$ cat config.mk
export PLATFORM = sky130hd
export DESIGN_NAME = obstacle_backup_spin_sequencer_core
export DESIGN_NICKNAME = d
export VERILOG_FILES = /design/src/hdl/obss_pkg.sv /design/src/hdl/obss_csr.sv /design/src/hdl/obss_step.sv /design/src/hdl/obstacle_backup_spin_sequencer_core.sv
export VERILOG_INCLUDE_DIRS = /design/src /design/src/hdl
export SDC_FILE = /design/constraint.sdc
export NUM_CORES = 1
export LEC_CHECK = 0
export ABC_CLOCK_PERIOD_IN_PS = 15410
export BUFFER_PORTS_ARGS = -buffer_cell sky130_fd_sc_hd__buf_4
export CAP_MARGIN = 15
export CORE_MARGIN = 1
export CORE_UTILIZATION = 45
export DETAILED_ROUTE_END_ITERATION = 10
export GPL_TIMING_DRIVEN = 0
export MAX_ROUTING_LAYER = met4
export PLACE_DENSITY = 0.72
export SYNTH_ARGS = -nofsm -noshare
export SYNTH_HDL_FRONTEND = slang
export SYNTH_SLANG_ARGS = --single-unit
$ cat constraint.sdc
create_clock -name clock -period 15.41 [get_ports clock]
set_clock_uncertainty 0.1 [all_clocks]
set_input_delay 3.082 -clock clock [delete_from_list [all_inputs] [get_ports clock]]
set_output_delay 3.082 -clock clock [all_outputs]
set_load 0.1 [all_outputs]
$ cat src/hdl/obstacle_backup_spin_sequencer_core_assert.svh
// Assertion macros for the sequencer RTL.
`ifndef OBSTACLE_BACKUP_SPIN_SEQUENCER_CORE_ASSERT_SVH
`define OBSTACLE_BACKUP_SPIN_SEQUENCER_CORE_ASSERT_SVH

// Same-cycle implication, disabled during reset.
`define OBSS_ASSERT_NOW(label, clk, rst, ante, cons, msg) \
   label: assert property (@(posedge clk) disable iff (rst) (ante) |-> (cons)) \
      else $error(msg);

// Next-cycle implication, disabled during reset.
`define OBSS_ASSERT_NEXT(label, clk, rst, ante, cons, msg) \
   label: assert property (@(posedge clk) disable iff (rst) (ante) |=> (cons)) \
      else $error(msg);

`endif

$ cat src/hdl/obss_pkg.sv
`timescale 1ns / 1ps
package obss_pkg;

   // Item kinds.
   localparam logic [1:0] OP_TICK   = 2'd0;
   localparam logic [1:0] OP_RANGE  = 2'd1;
   localparam logic [1:0] OP_YAW    = 2'd2;
   localparam logic [1:0] OP_UNUSED = 2'd3;

   // Mode codes.
   localparam logic [2:0] MODE_FORWARD = 3'd0;
   localparam logic [2:0] MODE_BACKUP  = 3'd1;
   localparam logic [2:0] MODE_PAUSE1  = 3'd2;
   localparam logic [2:0] MODE_SPIN    = 3'd3;
   localparam logic [2:0] MODE_PAUSE2  = 3'd4;

   // Register indexes.
   localparam logic [2:0] REG_OBSTACLE_DISTANCE = 3'd0;
   localparam logic [2:0] REG_CRUISE_SPEED      = 3'd1;
   localparam logic [2:0] REG_REVERSE_SPEED     = 3'd2;
   localparam logic [2:0] REG_SPIN_RATE         = 3'd3;
   localparam logic [2:0] REG_BACKUP_TICKS      = 3'd4;
   localparam logic [2:0] REG_PAUSE_TICKS       = 3'd5;
   localparam logic [2:0] REG_SPIN_TIMEOUT      = 3'd6;
   localparam logic [2:0] REG_SPIN_TARGET       = 3'd7;

   // Register reset values.
   localparam logic [15:0]       RST_OBSTACLE_DISTANCE = 16'd400;
   localparam logic signed [11:0] RST_CRUISE_SPEED     = 12'sd300;
   localparam logic signed [11:0] RST_REVERSE_SPEED    = -12'sd300;
   localparam logic signed [11:0] RST_SPIN_RATE        = 12'sd500;
   localparam logic [9:0]        RST_BACKUP_TICKS      = 10'd40;
   localparam logic [9:0]        RST_PAUSE_TICKS       = 10'd10;
   localparam logic [9:0]        RST_SPIN_TIMEOUT      = 10'd600;
   localparam logic [15:0]       RST_SPIN_TARGET       = 16'd32246;

   localparam logic [9:0]         TICK_MAX = 10'd1023;
   localparam logic signed [17:0] TURN_MAX = 18'sh1FFFF;
   localparam logic signed [17:0] TURN_MIN = 18'sh20000;

   typedef struct packed {
      logic [15:0]        obstacle_distance_mm;
      logic signed [11:0] cruise_speed;
      logic signed [11:0] reverse_speed;
      logic signed [11:0] spin_rate;
      logic [9:0]         backup_ticks;
      logic [9:0]         pause_ticks;
      logic [9:0]         spin_timeout_ticks;
      logic [15:0]        spin_target;
   } cfg_type;

   typedef struct packed {
      logic [1:0]         operation;
      logic [15:0]        range_mm;
      logic               range_finite;
      logic signed [15:0] yaw_angle;
   } item_type;

   typedef struct packed {
      logic [2:0]         mode;
      logic [9:0]         ticks_in_mode;
      logic               obstacle_flag;
      logic               spin_primed;
      logic signed [15:0] previous_yaw;
      logic signed [17:0] turned_angle;
   } state_type;

   typedef struct packed {
      logic               emit;
      logic signed [11:0] linear_cmd;
      logic signed [11:0] angular_cmd;
      logic [2:0]         mode_now;
   } result_type;

endpackage

$ cat src/hdl/obss_csr.sv
`timescale 1ns / 1ps
module obss_csr
   import obss_pkg::*;
(
   input  logic        clock,
   input  logic        reset,
   input  logic        csr_write_en,
   input  logic [2:0]  csr_index,
   input  logic [15:0] csr_write_data,
   output cfg_type     cfg
);

   cfg_type cfg_ff;
   cfg_type cfg_in;

   always_comb begin
      cfg_in = cfg_ff;
      if (csr_write_en) begin
         unique case (csr_index)
            REG_OBSTACLE_DISTANCE: cfg_in.obstacle_distance_mm = csr_write_data;
            REG_CRUISE_SPEED:      cfg_in.cruise_speed = csr_write_data[11:0];
            REG_REVERSE_SPEED:     cfg_in.reverse_speed = csr_write_data[11:0];
            REG_SPIN_RATE:         cfg_in.spin_rate = csr_write_data[11:0];
            REG_BACKUP_TICKS:      cfg_in.backup_ticks = csr_write_data[9:0];
            REG_PAUSE_TICKS:       cfg_in.pause_ticks = csr_write_data[9:0];
            REG_SPIN_TIMEOUT:      cfg_in.spin_timeout_ticks = csr_write_data[9:0];
            REG_SPIN_TARGET:       cfg_in.spin_target = csr_write_data;
            default:               cfg_in = cfg_ff;
         endcase
      end
   end

   always_ff @(posedge clock) begin
      if (reset) begin
         cfg_ff.obstacle_distance_mm <= RST_OBSTACLE_DISTANCE;
         cfg_ff.cruise_speed         <= RST_CRUISE_SPEED;
         cfg_ff.reverse_speed        <= RST_REVERSE_SPEED;
         cfg_ff.spin_rate            <= RST_SPIN_RATE;
         cfg_ff.backup_ticks         <= RST_BACKUP_TICKS;
         cfg_ff.pause_ticks          <= RST_PAUSE_TICKS;
         cfg_ff.spin_timeout_ticks   <= RST_SPIN_TIMEOUT;
         cfg_ff.spin_target          <= RST_SPIN_TARGET;
      end else begin
         cfg_ff <= cfg_in;
      end
   end

   assign cfg = cfg_ff;

endmodule

$ cat src/hdl/obss_step.sv
`timescale 1ns / 1ps
module obss_step
   import obss_pkg::*;
(
   input  cfg_type    cfg,
   input  item_type   item,
   input  state_type  cur,
   output state_type  nxt,
   output result_type res
);

   logic [9:0]         tick_sat;
   logic signed [15:0] yaw_delta;
   logic signed [18:0] turn_sum;
   logic signed [17:0] turn_sat;
   logic [17:0]        turn_mag;

   // Tick count after the increment, before any mode change clears it.
   assign tick_sat = (cur.ticks_in_mode == TICK_MAX) ? TICK_MAX
                                                     : cur.ticks_in_mode + 10'd1;

   // Heading difference wraps in 16 bits, which is the angle normalization.
   assign yaw_delta = item.yaw_angle - cur.previous_yaw;
   assign turn_sum  = {cur.turned_angle[17], cur.turned_angle}
                    + {{3{yaw_delta[15]}}, yaw_delta};

   always_comb begin
      if (turn_sum[18] != turn_sum[17]) begin
         turn_sat = turn_sum[18] ? TURN_MIN : TURN_MAX;
      end else begin
         turn_sat = turn_sum[17:0];
      end
   end

   assign turn_mag = turn_sat[17] ? 18'(-turn_sat) : 18'(turn_sat);

   always_comb begin
      nxt             = cur;
      res.emit        = 1'b0;
      res.linear_cmd  = '0;
      res.angular_cmd = '0;
      unique case (item.operation)
         OP_TICK: begin
            nxt.ticks_in_mode = tick_sat;
            if (cur.obstacle_flag && cur.mode == MODE_FORWARD) begin
               nxt.mode          = MODE_BACKUP;
               nxt.ticks_in_mode = '0;
            end else begin
               unique case (cur.mode)
                  MODE_FORWARD: begin
                     res.emit       = 1'b1;
                     res.linear_cmd = cfg.cruise_speed;
                  end
                  MODE_BACKUP: begin
                     res.emit       = 1'b1;
                     res.linear_cmd = cfg.reverse_speed;
                     if (tick_sat >= cfg.backup_ticks) begin
                        nxt.mode          = MODE_PAUSE1;
                        nxt.ticks_in_mode = '0;
                     end
                  end
                  MODE_PAUSE1: begin
                     res.emit = 1'b1;
                     if (tick_sat >= cfg.pause_ticks) begin
                        nxt.mode          = MODE_SPIN;
                        nxt.ticks_in_mode = '0;
                        nxt.spin_primed   = 1'b0;
                        nxt.turned_angle  = '0;
                     end
                  end
                  MODE_SPIN: begin
                     if (tick_sat > cfg.spin_timeout_ticks) begin
                        res.emit          = 1'b1;
                        nxt.mode          = MODE_PAUSE2;
                        nxt.ticks_in_mode = '0;
                     end
                  end
                  MODE_PAUSE2: begin
                     res.emit = 1'b1;
                     if (tick_sat >= cfg.pause_ticks) begin
                        nxt.obstacle_flag = 1'b0;
                        nxt.mode          = MODE_FORWARD;
                        nxt.ticks_in_mode = '0;
                     end
                  end
                  default: begin
                     res.emit = 1'b0;
                  end
               endcase
            end
         end
         OP_RANGE: begin
            if (item.range_finite && cur.mode == MODE_FORWARD
                && item.range_mm < cfg.obstacle_distance_mm) begin
               nxt.obstacle_flag = 1'b1;
               res.emit          = 1'b1;
            end
         end
         OP_YAW: begin
            if (cur.mode == MODE_SPIN) begin
               nxt.previous_yaw = item.yaw_angle;
               if (!cur.spin_primed) begin
                  nxt.spin_primed = 1'b1;
               end else begin
                  nxt.turned_angle = turn_sat;
                  res.emit         = 1'b1;
                  if (turn_mag >= {2'b00, cfg.spin_target}) begin
                     nxt.mode          = MODE_PAUSE2;
                     nxt.ticks_in_mode = '0;
                  end else begin
                     res.angular_cmd = cfg.spin_rate;
                  end
               end
            end
         end
         default: begin
            res.emit = 1'b0;
         end
      endcase
      res.mode_now = nxt.mode;
   end

endmodule

$ cat src/hdl/obstacle_backup_spin_sequencer_core.sv
`timescale 1ns / 1ps
`include "obstacle_backup_spin_sequencer_core_assert.svh"
// Obstacle-avoid sequencer (forward, backup, pause, spin, pause). One transaction
// is accepted per clock unless the input side stalls; each goes through an input
// register and then compare/add logic that updates the mode state and loads the
// result register, which presents the result once the result side is free. The tick
// that moves forward mode into backup, spin ticks before the timeout, range samples
// that are not a finite near range in forward mode, yaw samples outside spin, the
// first yaw sample of a spin and unknown operations give no result. The input side
// stalls only while both the input and result registers are full and the result
// side is stalled. The user must write registers only while the block is idle; the
// block itself does not enforce it.
module obstacle_backup_spin_sequencer_core
   import obss_pkg::*;
(
   input  logic               clock,
   input  logic               reset,
   input  logic               req_valid,
   output logic               req_stall,
   input  logic [1:0]         req_operation,
   input  logic [15:0]        req_range_mm,
   input  logic               req_range_finite,
   input  logic signed [15:0] req_yaw_angle,
   output logic               rsp_valid,
   input  logic               rsp_stall,
   output logic signed [11:0] rsp_linear_cmd,
   output logic signed [11:0] rsp_angular_cmd,
   output logic [2:0]         rsp_mode_now,
   input  logic               csr_write_en,
   input  logic [2:0]         csr_index,
   input  logic [15:0]        csr_write_data
);

   cfg_type    cfg;
   item_type   item_ff;
   logic       item_valid_ff;
   logic       item_valid_in;
   state_type  state_ff;
   state_type  state_in;
   result_type step_res;
   logic       rsp_valid_ff;
   logic       rsp_valid_in;
   logic signed [11:0] linear_ff;
   logic signed [11:0] angular_ff;
   logic [2:0]         mode_now_ff;
   logic       req_accept;
   logic       out_free;
   logic       advance;

   obss_csr u_csr (
      .clock          (clock),
      .reset          (reset),
      .csr_write_en   (csr_write_en),
      .csr_index      (csr_index),
      .csr_write_data (csr_write_data),
      .cfg            (cfg)
   );

   obss_step u_step (
      .cfg  (cfg),
      .item (item_ff),
      .cur  (state_ff),
      .nxt  (state_in),
      .res  (step_res)
   );

   assign out_free   = !rsp_valid_ff || !rsp_stall;
   assign advance    = item_valid_ff && out_free;
   assign req_stall  = item_valid_ff && !out_free;
   assign req_accept = req_valid && !req_stall;

   always_comb begin
      if (req_accept) begin
         item_valid_in = 1'b1;
      end else if (advance) begin
         item_valid_in = 1'b0;
      end else begin
         item_valid_in = item_valid_ff;
      end
   end

   always_comb begin
      if (advance) begin
         rsp_valid_in = step_res.emit;
      end else if (!rsp_stall) begin
         rsp_valid_in = 1'b0;
      end else begin
         rsp_valid_in = rsp_valid_ff;
      end
   end

   always_ff @(posedge clock) begin
      if (reset) begin
         item_valid_ff <= 1'b0;
         rsp_valid_ff  <= 1'b0;
         state_ff      <= '{mode: MODE_FORWARD, default: '0};
      end else begin
         item_valid_ff <= item_valid_in;
         rsp_valid_ff  <= rsp_valid_in;
         if (advance) begin
            state_ff <= state_in;
         end
      end
   end

   always_ff @(posedge clock) begin
      if (req_accept) begin
         item_ff.operation    <= req_operation;
         item_ff.range_mm     <= req_range_mm;
         item_ff.range_finite <= req_range_finite;
         item_ff.yaw_angle    <= req_yaw_angle;
      end
      if (advance && step_res.emit) begin
         linear_ff   <= step_res.linear_cmd;
         angular_ff  <= step_res.angular_cmd;
         mode_now_ff <= step_res.mode_now;
      end
   end

   assign rsp_valid       = rsp_valid_ff;
   assign rsp_linear_cmd  = linear_ff;
   assign rsp_angular_cmd = angular_ff;
   assign rsp_mode_now    = mode_now_ff;

   `OBSS_ASSERT_NEXT(a_emit_shows, clock, reset, advance && step_res.emit, rsp_valid, "result lost")
   `OBSS_ASSERT_NOW(a_no_overrun, clock, reset, req_accept && item_valid_ff, advance, "input overrun")
   `OBSS_ASSERT_NEXT(a_spin_entry, clock, reset, advance && state_ff.mode != MODE_SPIN && state_in.mode == MODE_SPIN, state_ff.turned_angle == '0 && !state_ff.spin_primed, "spin entry not cleared")
   `OBSS_ASSERT_NEXT(a_flag_clear, clock, reset, advance && state_ff.mode == MODE_PAUSE2 && state_in.mode == MODE_FORWARD, !state_ff.obstacle_flag, "obstacle flag kept")

endmodule

==> out/metrics.cfg, run 1 <==
[status]
status = finished, final reports clean

[critical_path]
cp_data_arrival_time_ns = 10.32
crit_cells = 42
crit_buf_inv = 4
r2r_setup_slack_ns = 5.40
worstSetupStartpointType = register
crit_required_ns = 15.72
cp_max_fo = 10
crit_type = reg2reg
path_delay_family = compound AO/OA/AOI/OAI gates
r2r_end = rsp_angular_cmd[6]
max_stage_delay_ns = 0.51
endpoint = rsp_angular_cmd[6]
worstSetupEndpointType = register
cp_common_cell = o21ai_0
r2r_cells = 42
slowest_stage = or4_1
crit_start = item_ff[0]
crit-reg2reg-launch = item_ff[0]

[synthesis]
netlist_instances = 1383
synth_edf_count = 62
yosys_warnings = 0
yosysTopAreaCell = dfxtp_1
syn_nets = 1543
synth-simple-area-share = 0.2105
ys_ff_latch = 211
yosysMostFrequentCell = nand2_1
synth_top_family_by_area = simple AND/OR/NAND/NOR gates
postSynth.asyncResetShare = 0
synthMuxAreaShare = 0.02032
ys.flop_type = dfxtp_1
yosysTopAreaCellShare = 0.2510
syn_area_per_cell_sq_um = 8.592
synthAdderAreaFrac = 0.1076
netlist_area_sq_mm = 0.01188
synth_compound_area_frac = 0.1746
synth_common_cells = nand2_1, dfxtp_1, a21oi_1
synth_xor_area_frac = 0.02432
synth.distinct_cells = 79
yosysSeqAreaShare = 0.4077
synth.area.top_cells = dfxtp_1, edfxtp_1, ha_1

[clocking]
cts_buffer_depth = 3
htreeDepth = 1
cts_tree = done
cts_buffers = 24
clockRootBuffer = clkbuf_16
clk_pin_slew_ns = 0.06
post_cts_resized = 0
cts_setup_buffers = 0
clk_latency_ns = 0.55
hold_buffers = 0
clkSinkCount = 211

[min_path]
hold_path_class = reg2reg

[placed_design]
io_buffers = 74
dp_hpwl_um = 23220
place_ws_ns = 5.436
gp_congestion = 0.9387

[global_routing]
grt_pass1_wl_um = 49760
grt_pass1_vias = 9758
grt_start_max_net_pins = 36
grt_overflow_total = 0
grt_antenna_before_repair = 0
grt_use_total = 0.2405

[finish]
multi_input_area_sq_mm = 0.006397
area_growth_pct = 15.44
final_layout_size_suffix_gt1_frac = 0.09914
finalNetCount = 1645
fin_util = 0.5279
fillers = 2399
antenna_cells = 0
seqCellArea_sq_mm = 0.004845

[routing]
routed_wl_um = 30780
viasPerCell = 5.512
drt_first_pass_iters = 5
postRouteAntennaNets = 0
num_vias = 10130
routedWlPerCell_um = 16.75
drt_iter0_markers = 603
drc_errors = 0

[timing]
worst_pin_slew_ns = 1.106
maxSlewViolCount = 0
hold_ws_ns = 0.3487
finalSetupViolations = 0
setup_ws_ns = 5.402
slew_headroom = 0.2621
grt_setup_unrepaired = false
finalCriticalPeriod_ns = 10.01
finalHoldViolCount = 0
fin_crit_sh = 0.6494
clock.fmax_mhz = 99.92
setup_tns_ns = 0

[pwr]
peakVddDrop_uv = 94.50
p_leak_nw = 5.647
powerDensity_mw_per_mm2 = 106.0

[die]
die_w_um = 164.5
initial_core_util = 0.4573
fp.dieH_um = 164.5
ioPinCount = 88
die-area_sq_mm = 0.02706
fp.coreArea_sq_mm = 0.02598
placement_rows = 59

[job]
cap_viol_max_count = 0

worst min-delay path, cell delays in order, from the launching register on:
cell and delay (ns):
dfxtp_1 0.30, nand2_1 0.05, a21oi_1 0.05
state kept, by name, summed over array words and instances, names as in the netlist:
register and cells:
u_csr.cfg 98, state_ff 49, item_ff 35, rsp_angular_cmd 12, rsp_linear_cmd 12, rsp_mode_now 3
item_valid_ff 1, rsp_valid 1
area by class of cell:
| class | instances | area share |
|---|---|---|
| inverters | 106 | 0.02901 |
| well taps | 335 | 0.03056 |
| flip-flops and latches | 211 | 0.3532 |
| multi-input cells | 1002 | 0.4664 |
| plain buffers | 64 | 0.01861 |
| clock inverters | 13 | 0.01231 |
| repair buffers | 76 | 0.04123 |
| clock buffers | 31 | 0.04871 |
how the worst min path moves through the flow:
stage,startpoint,endpoint,slack [ns],cells past startpoint
finish,u_csr.cfg[57],u_csr.cfg[57],0.35,2
CTS,u_csr.cfg[57],u_csr.cfg[57],0.35,2
detailed placement,u_csr.cfg[57],u_csr.cfg[57],0.34,2
global placement,u_csr.cfg[57],u_csr.cfg[57],0.34,2
global route,state_ff[31],state_ff[31],0.37,2
floorplan,u_csr.cfg[46],u_csr.cfg[46],0.33,2
logic make-up after synthesis:
| group | after synthesis |
|---|---|
| AOI/OAI and AO/OA | 309 |
| xor gates and xnor gates | 33 |
| muxes | 24 |
| buffers and inverters | 170 |
| DFF | 211 |
| and+or+nand+nor | 535 |
| adders and majority gates | 101 |
through the flow:
step | cells | area [sq um] | power [mW]
after floorplan | 1383 | 11880 | 0.7916
after global placement | 1792 | 12860 | 0.8577
after detailed placement | 1793 | 12870 | 0.8644
after CTS | 1837 | 13710 | 1.459
after global routing | 1838 | 13720 | 1.514
final | 1838 | 13720 | 1.453
cell usage in the layout (no fill, tap or decap), types with 14 or more instances in the layout:
master	count
a211o_1	14
clkbuf_1	54
nand2_1	251
nand3_1	22
a21oi_1	118
mux2i_1	23
xnor2_1	20
nand3b_1	34
clkbuf_16	25
dfxtp_1	149
a22oi_1	14
nor2_1	100
and2_1	21
buf_4	74
nor3_1	19
o21ai_0	36
ha_1	99
inv_1	106
a21o_1	21
nand2b_1	17
edfxtp_1	62
where the power goes:
| group | internal, mW | switching (mW) | leakage (nW) |
|---|---|---|---|
| logic | 0.0950 | 0.170 | 3.46 |
| clock network | 0.359 | 0.238 | 0.399 |
| registers | 0.585 | 0.00657 | 1.79 |
routing by layer:
| metal | routed length [um] | vias up | part of all wire | global-route usage |
|---|---|---|---|---|
| met5 | 0 | - | 0 | - |
| met4 | 726 | 0 | 0.024 | 0.07006 |
| met3 | 1904 | 59 | 0.062 | 0.02963 |
| met2 | 14120 | 311 | 0.46 | 0.3849 |
| met1 | 14030 | 4744 | 0.46 | 0.3188 |
| li1 | - | 5017 | - | - |
Power figures use the tool's default switching activity.
==> run 2, diff against run 1 <==
ABC_AREA = 1   (was unset)
ABC_CLOCK_PERIOD_IN_PS = 8350   (was 15410)
PLACE_DENSITY = 0.74   (was 0.72)
clock period = 8.35 ns   (was 15.41 ns; I/O delays follow)
==> run 2 against run 1 <==
Worst setup slack worse by 4.8 ns; critical path depth increased by 10; maximum frequency rose by 30%; cell count increased by 6.0%; synthesized area fell by 3.3%; global-route usage shrank 1.4 points; via count down 0.17%; synthesized cell count grew 7.7%; die area down 3.2%; register-to-register slack worse by 4.8 ns; cell area down 2.1%; combinational power is 100% higher; largest power group is now sequential cells; highest routed layer unchanged.
==> out/metrics.cfg, run 2 <==
[critical_path]
cp_data_arrival_time_ns = 7.90  ; -2.42 ns
r2r_end = rsp_angular_cmd[10]
cp_common_cell = inv_1
worstSetupEndpointType = register
r2r_cells = 52  ; +24%
cp_max_fo = 10  ; unchanged
crit-reg2reg-launch = item_ff[0]
crit_required_ns = 8.52  ; -7.20 ns
slowest_stage = fa_1
max_stage_delay_ns = 0.41  ; -0.10 ns
crit_type = reg2reg
worstSetupStartpointType = register
r2r_setup_slack_ns = 0.62  ; -4.78 ns

[clocking]
clk_latency_ns = 0.52  ; -0.03 ns
cts_tree = done
clockRootBuffer = clkbuf_16
clkSinkCount = 211  ; unchanged
hold_buffers = 0  ; unchanged
clk_pin_slew_ns = 0.06  ; about the same
htreeDepth = 1  ; unchanged
cts_buffers = 22  ; -8.3%
cts_buffer_depth = 3  ; unchanged

[synthesis]
synth.distinct_cells = 42  ; -47%
yosysMostFrequentCell = nand2_1
yosysSeqAreaShare = 0.4216  ; +0.01385
netlist_area_sq_mm = 0.01149  ; -3.3%
synth_common_cells = nand2_1, inv_1, a21oi_1
yosysTopAreaCellShare = 0.2596  ; +0.008527
ys_ff_latch = 211  ; unchanged
yosys_warnings = 0  ; unchanged
yosysTopAreaCell = dfxtp_1
syn_area_per_cell_sq_um = 7.718  ; -10%
netlist_instances = 1489  ; +7.7%
ys.flop_type = dfxtp_1
postSynth.asyncResetShare = 0  ; unchanged
synth_edf_count = 62  ; unchanged
syn_nets = 1649  ; +6.9%
synth.area.top_cells = dfxtp_1, edfxtp_1, ha_1

[die]
fp.coreArea_sq_mm = 0.02511  ; -3.4%
die_w_um = 161.8  ; -1.6%
placement_rows = 58  ; -1.7%
die-area_sq_mm = 0.02618  ; -3.2%
ioPinCount = 88  ; unchanged
fp.dieH_um = 161.8  ; -1.6%
initial_core_util = 0.4577  ; about the same

[timing]
fin_crit_sh = 0.9254  ; +0.2759
setup_ws_ns = 0.6233  ; -4.779 ns
maxSlewViolCount = 0  ; unchanged
finalHoldViolCount = 0  ; unchanged
hold_ws_ns = 0.3589  ; +0.01021 ns
finalSetupViolations = 0  ; unchanged
grt_setup_unrepaired = false
clock.fmax_mhz = 129.4  ; +30%
setup_tns_ns = 0  ; unchanged
slew_headroom = 0.3940  ; +0.1318
worst_pin_slew_ns = 0.9030  ; -0.2026 ns
finalCriticalPeriod_ns = 7.727  ; -2.281 ns

[min_path]
min_from = u_csr.cfg[57]
min_to = u_csr.cfg[57]
hold_depth = 2  ; unchanged
hold_path_class = reg2reg

[routing]
routed_wl_um = 29160  ; -5.3%
postRouteAntennaNets = 0  ; unchanged
viasPerCell = 5.189  ; -5.9%
num_vias = 10110  ; -0.17%
drt_iter0_markers = 746  ; +24%
drc_errors = 0  ; unchanged
drt_first_pass_iters = 5  ; unchanged
routedWlPerCell_um = 14.96  ; -11%

[finish]
seqCellArea_sq_mm = 0.004845  ; unchanged
final_common_cell = nand2_1
final_cell_mix = nand2_1, inv_1, a21oi_1
final_layout_size_suffix_gt1_frac = 0.09821  ; -0.0009263
multi_input_area_sq_mm = 0.005652  ; -12%
fin_util = 0.5348  ; +0.006903
area_growth_pct = 16.84
finalNetCount = 1763  ; +7.2%
antenna_cells = 0  ; unchanged
fillers = 2343  ; -2.3%
largest_reg_flops = 98  ; unchanged

[placed_design]
dp_hpwl_um = 22170  ; -4.5%
place_ws_ns = 0.01461  ; -5.421 ns
gp_congestion = 0.9154  ; -2.5%
io_buffers = 86  ; +16%

[global_routing]
grt_antenna_before_repair = 1  ; +1
grt_overflow_total = 0  ; unchanged
grt_use_total = 0.2269  ; -0.01351
grt_start_max_net_pins = 28  ; -22%
grt_pass1_wl_um = 46030  ; -7.5%
grt_pass1_vias = 9324  ; -4.4%

[pwr]
peakVddDrop_uv = 191.3  ; +100%
powerDensity_mw_per_mm2 = 199.9  ; +89%
p_leak_nw = 6.081  ; +7.7%
power_mw = 2.684  ; +85%

[job]
cap_viol_max_count = 0  ; unchanged

[status]
status = finished, final reports clean

run 2: changes by cell type in the layout (fill, tap and decap cells not counted), moves of 19 or more:
cell | before | now
nand3_1 | 22 | 61
a21o_1 | 21 | 2
inv_1 | 106 | 214
o21ai_0 | 36 | 124
nand3b_1 | 34 | 3
nand2_1 | 251 | 278
and2_1 | 21 | 2
nor2_1 | 100 | 139
mux2i_1 | 23 | 0
a21oi_1 | 118 | 169
run 2: worst max-delay path: cells and delay by family (launching register included):
kind / cells / cell delay, ns
AO/OA/AOI/OAI: 12 / 1.65
XOR/XNOR: 3 / 0.58
adder cells (fa/ha/maj): 6 / 1.78
buffers and inverters: 13 / 1.26
flip-flops: 1 / 0.32
AND/OR/NAND/NOR: 18 / 1.76
run 2: logic make-up after synthesis:
| family | count (synthesis) | share of synthesized area |
|---|---|---|
| fa+ha+maj | 101 | 0.1113 |
| flops | 211 | 0.4216 |
| compound gates | 350 | 0.1629 |
| xor+xnor | 33 | 0.02515 |
| simple gates | 528 | 0.1904 |
| buf+inv | 266 | 0.08873 |
run 2: layer usage:
layer / up-vias / part of all wire / global-route usage
met5: - / 0 / -
met4: 0 / 0.028 / 0.07461
met3: 60 / 0.061 / 0.02783
met2: 292 / 0.48 / 0.3853
met1: 4611 / 0.44 / 0.2792
li1: 5151 / - / -
run 2: worst max path at each step:
stage,from,end,slack (ns),cells after the start
after global routing,item_ff[0],rsp_angular_cmd[10],0.001,52
after global placement,item_ff[0],rsp_angular_cmd[6],0.13,51
after detailed placement,item_ff[2],rsp_angular_cmd[10],0.01,48
after CTS,item_ff[2],rsp_angular_cmd[10],0.009,48
final,item_ff[0],rsp_angular_cmd[10],0.62,52
after floorplan,item_ff[0],rsp_angular_cmd[10],1.41,51
run 2: per-stage QoR:
| step | area, sq um | std cells |
|---|---|---|
| detailed placement | 12580 | 1906 |
| global placement | 12550 | 1905 |
| global route | 13430 | 1949 |
| CTS | 13360 | 1946 |
| finish | 13430 | 1949 |
| floorplan | 11490 | 1489 |
run 2: area by class of cell:
class	count	share of cell area
clock buffer	29	0.04519
inverter	219	0.06122
buffer	46	0.01454
timing repair buffer	91	0.05386
clock inverter	11	0.01277
tap	330	0.03075
multi-input combinational	1012	0.4209
sequential	211	0.3608
run 2: repair_timing:
item	4_1_cts	5_1_grt
hold endpoints to repair	0	0
resized for setup	0	12
endpoints found under the setup margin	0	28
buffers inserted	0	3
run 2: report_power, final:
part	leakage (nW)	internal (mW)	total, mW	switching, mW
sequential	1.80	1.09	1.10	0.0134
combinational	3.91	0.187	0.530	0.342
clock	0.378	0.638	1.05	0.415
==> run 3, diff against run 2 <==
RECOVER_POWER = 25   (was unset)
==> run 3 against run 2 <==
Worst hold slack hardly changed; first-iteration DRC count up 2.0%; critical path depth stayed put; power fell by 0.13%; clock power is essentially flat; wire length up 0.13%; highest routed layer unchanged; register-to-register slack barely moved; die area did not move; count of clock-buffer cells in the layout stayed put.
==> out/metrics.cfg, run 3 (synthesis results as in run 2) <==
[critical_path]
cp_data_arrival_time_ns = 7.89  ; about the same
slowest_stage = fa_1
crit_type = reg2reg
crit_required_ns = 8.52  ; about the same
worstSetupStartpointType = register
cp_max_fo = 10  ; unchanged
cp_common_cell = inv_1
max_stage_delay_ns = 0.41  ; about the same
r2r_cells = 52  ; unchanged
worstSetupEndpointType = register

[finish]
final_cells = 1949  ; unchanged
antenna_cells = 0  ; unchanged
largest_reg_flops = 98  ; unchanged
fin_area_sq_mm = 0.01342  ; about the same
final_cell_mix = nand2_1, inv_1, a21oi_1
finalNetCount = 1763  ; unchanged
final_common_cell = nand2_1
area_growth_pct = 16.74  ; about the same
fin_util = 0.5343  ; about the same
final_layout_size_suffix_gt1_frac = 0.09636  ; -0.001853

[routing]
num_vias = 10090  ; -0.27%
routed_wl_um = 29200  ; +0.13%
drt_first_pass_iters = 5  ; unchanged
routedWlPerCell_um = 14.98  ; +0.13%
drc_errors = 0  ; unchanged
viasPerCell = 5.175  ; -0.27%
drt_iter0_markers = 761  ; +2.0%
postRouteAntennaNets = 0  ; unchanged

[pwr]
power.internal_mw = 1.912  ; about the same
power_frac_comb = 0.197  ; about the same
power_frac_seq = 0.411  ; about the same
peakVddDrop_uv = 193.0  ; +0.90%
powerDensity_mw_per_mm2 = 199.8  ; about the same
p_switching_uw = 769.3  ; -0.25%
power_mw = 2.681  ; -0.13%
p_leak_nw = 6.063  ; -0.30%
power_frac_clock = 0.392  ; about the same
p_sw_frac = 0.2869  ; -0.0003593

[min_path]
hold_path_class = reg2reg
hold_depth = 2  ; unchanged

[placed_design]
dp_cells = 1906  ; unchanged
postPlaceCellArea_sq_mm = 0.01258  ; unchanged
io_buffers = 86  ; unchanged
gp_congestion = 0.9154  ; unchanged
dp_hpwl_um = 22170  ; unchanged
place_ws_ns = 0.01461  ; unchanged

[timing]
setup_ws_ns = 0.6278  ; +0.004539 ns
finalHoldViolCount = 0  ; unchanged
finalCriticalPeriod_ns = 7.722  ; -0.004539 ns
maxSlewViolCount = 0  ; unchanged
setup_tns_ns = 0  ; unchanged
hold_ws_ns = 0.3587  ; -0.0001580 ns
fin_crit_sh = 0.9248  ; about the same
finalSetupViolations = 0  ; unchanged
worst_pin_slew_ns = 0.8816  ; -0.02141 ns
grt_setup_unrepaired = false
clock.fmax_mhz = 129.5  ; about the same
slew_headroom = 0.4083  ; +0.01437

[job]
cap_viol_max_count = 0  ; unchanged

[clocking]
cts_tree = done
clkSinkCount = 211  ; unchanged
clk_latency_ns = 0.52  ; about the same
clockRootBuffer = clkbuf_16
clk_pin_slew_ns = 0.06  ; about the same
cts_buffer_depth = 3  ; unchanged
htreeDepth = 1  ; unchanged
cts_buffers = 22  ; unchanged
hold_buffers = 0  ; unchanged

[global_routing]
grt_pass1_wl_um = 46030  ; unchanged
grt_pass1_vias = 9324  ; unchanged
grt_antenna_before_repair = 1  ; unchanged
grt_overflow_total = 0  ; unchanged
grt_start_max_net_pins = 28  ; unchanged
grt_use_total = 0.2269  ; unchanged

[die]
die-area_sq_mm = 0.02618  ; unchanged
fp.dieH_um = 161.8  ; unchanged
fp.coreArea_sq_mm = 0.02511  ; unchanged
ioPinCount = 88  ; unchanged
initial_core_util = 0.4577  ; unchanged
placement_rows = 58  ; unchanged
die_w_um = 161.8  ; unchanged

[status]
status = finished, final reports clean

==> run 3: cell count changes in the layout (fill, tap and decap cells not counted) <==
cell / change
clkbuf_1: +3
clkbuf_4: +36
buf_4: -39
==> run 3: path summary, 6_finish.rpt <==
| check | start | end | slack, ns |
|---|---|---|---|
| worst min-delay path | state_ff[22] | state_ff[22] | 0.36 |
| worst max-delay path | item_ff[0] | rsp_angular_cmd[10] | 0.63 |
| worst min register to register | state_ff[22] | state_ff[22] | 0.36 |
| worst max register to register | item_ff[0] | rsp_angular_cmd[10] | 0.63 |
==> run 3: power by group through the flow <==
stage	clock network (mW)	logic [mW]	registers [mW]
after global placement	0	0.504	1.12
after global routing	1.10	0.598	1.10
after detailed placement	0	0.519	1.12
after CTS	1.07	0.523	1.10
final	1.05	0.528	1.10
after floorplan	0	0.357	1.14
==> run 3: worst max-delay path, delay by kind of cell, from the launching register on <==
family          cells  cell delay (ns)
simple gates       18             1.75
flops               1             0.33
compound gates     12             1.65
xor+xnor            3             0.57
buf+inv            13             1.26
fa+ha+maj           6             1.78
==> run 3: layout make-up <==
cell class                 instances  area, sq um
fill                            2349        11690
buffer                            46        195.2
multi-input combinational       1012         5652
tap                              330        412.9
clock buffer                      29        606.8
timing repair buffer              91        711.9
inverter                         219        822.0
sequential                       211         4845
clock inverter                    11        171.4
==> run 3: repair_timing <==
action | in CTS | in global routing
endpoints found under the setup margin | 0 | 28
hold endpoints to repair | 0 | 0
resized for setup | 0 | 12
buffers inserted | 0 | 3
==> run 3: layer usage <==
layer / global-route usage / vias to the layer above / wire, um
li1: - / 5153 / -
met1: 0.2792 / 4588 / 12650
met2: 0.3853 / 280 / 13800
met3: 0.02783 / 66 / 1798
met4: 0.07461 / 0 / 945
met5: - / - / 0
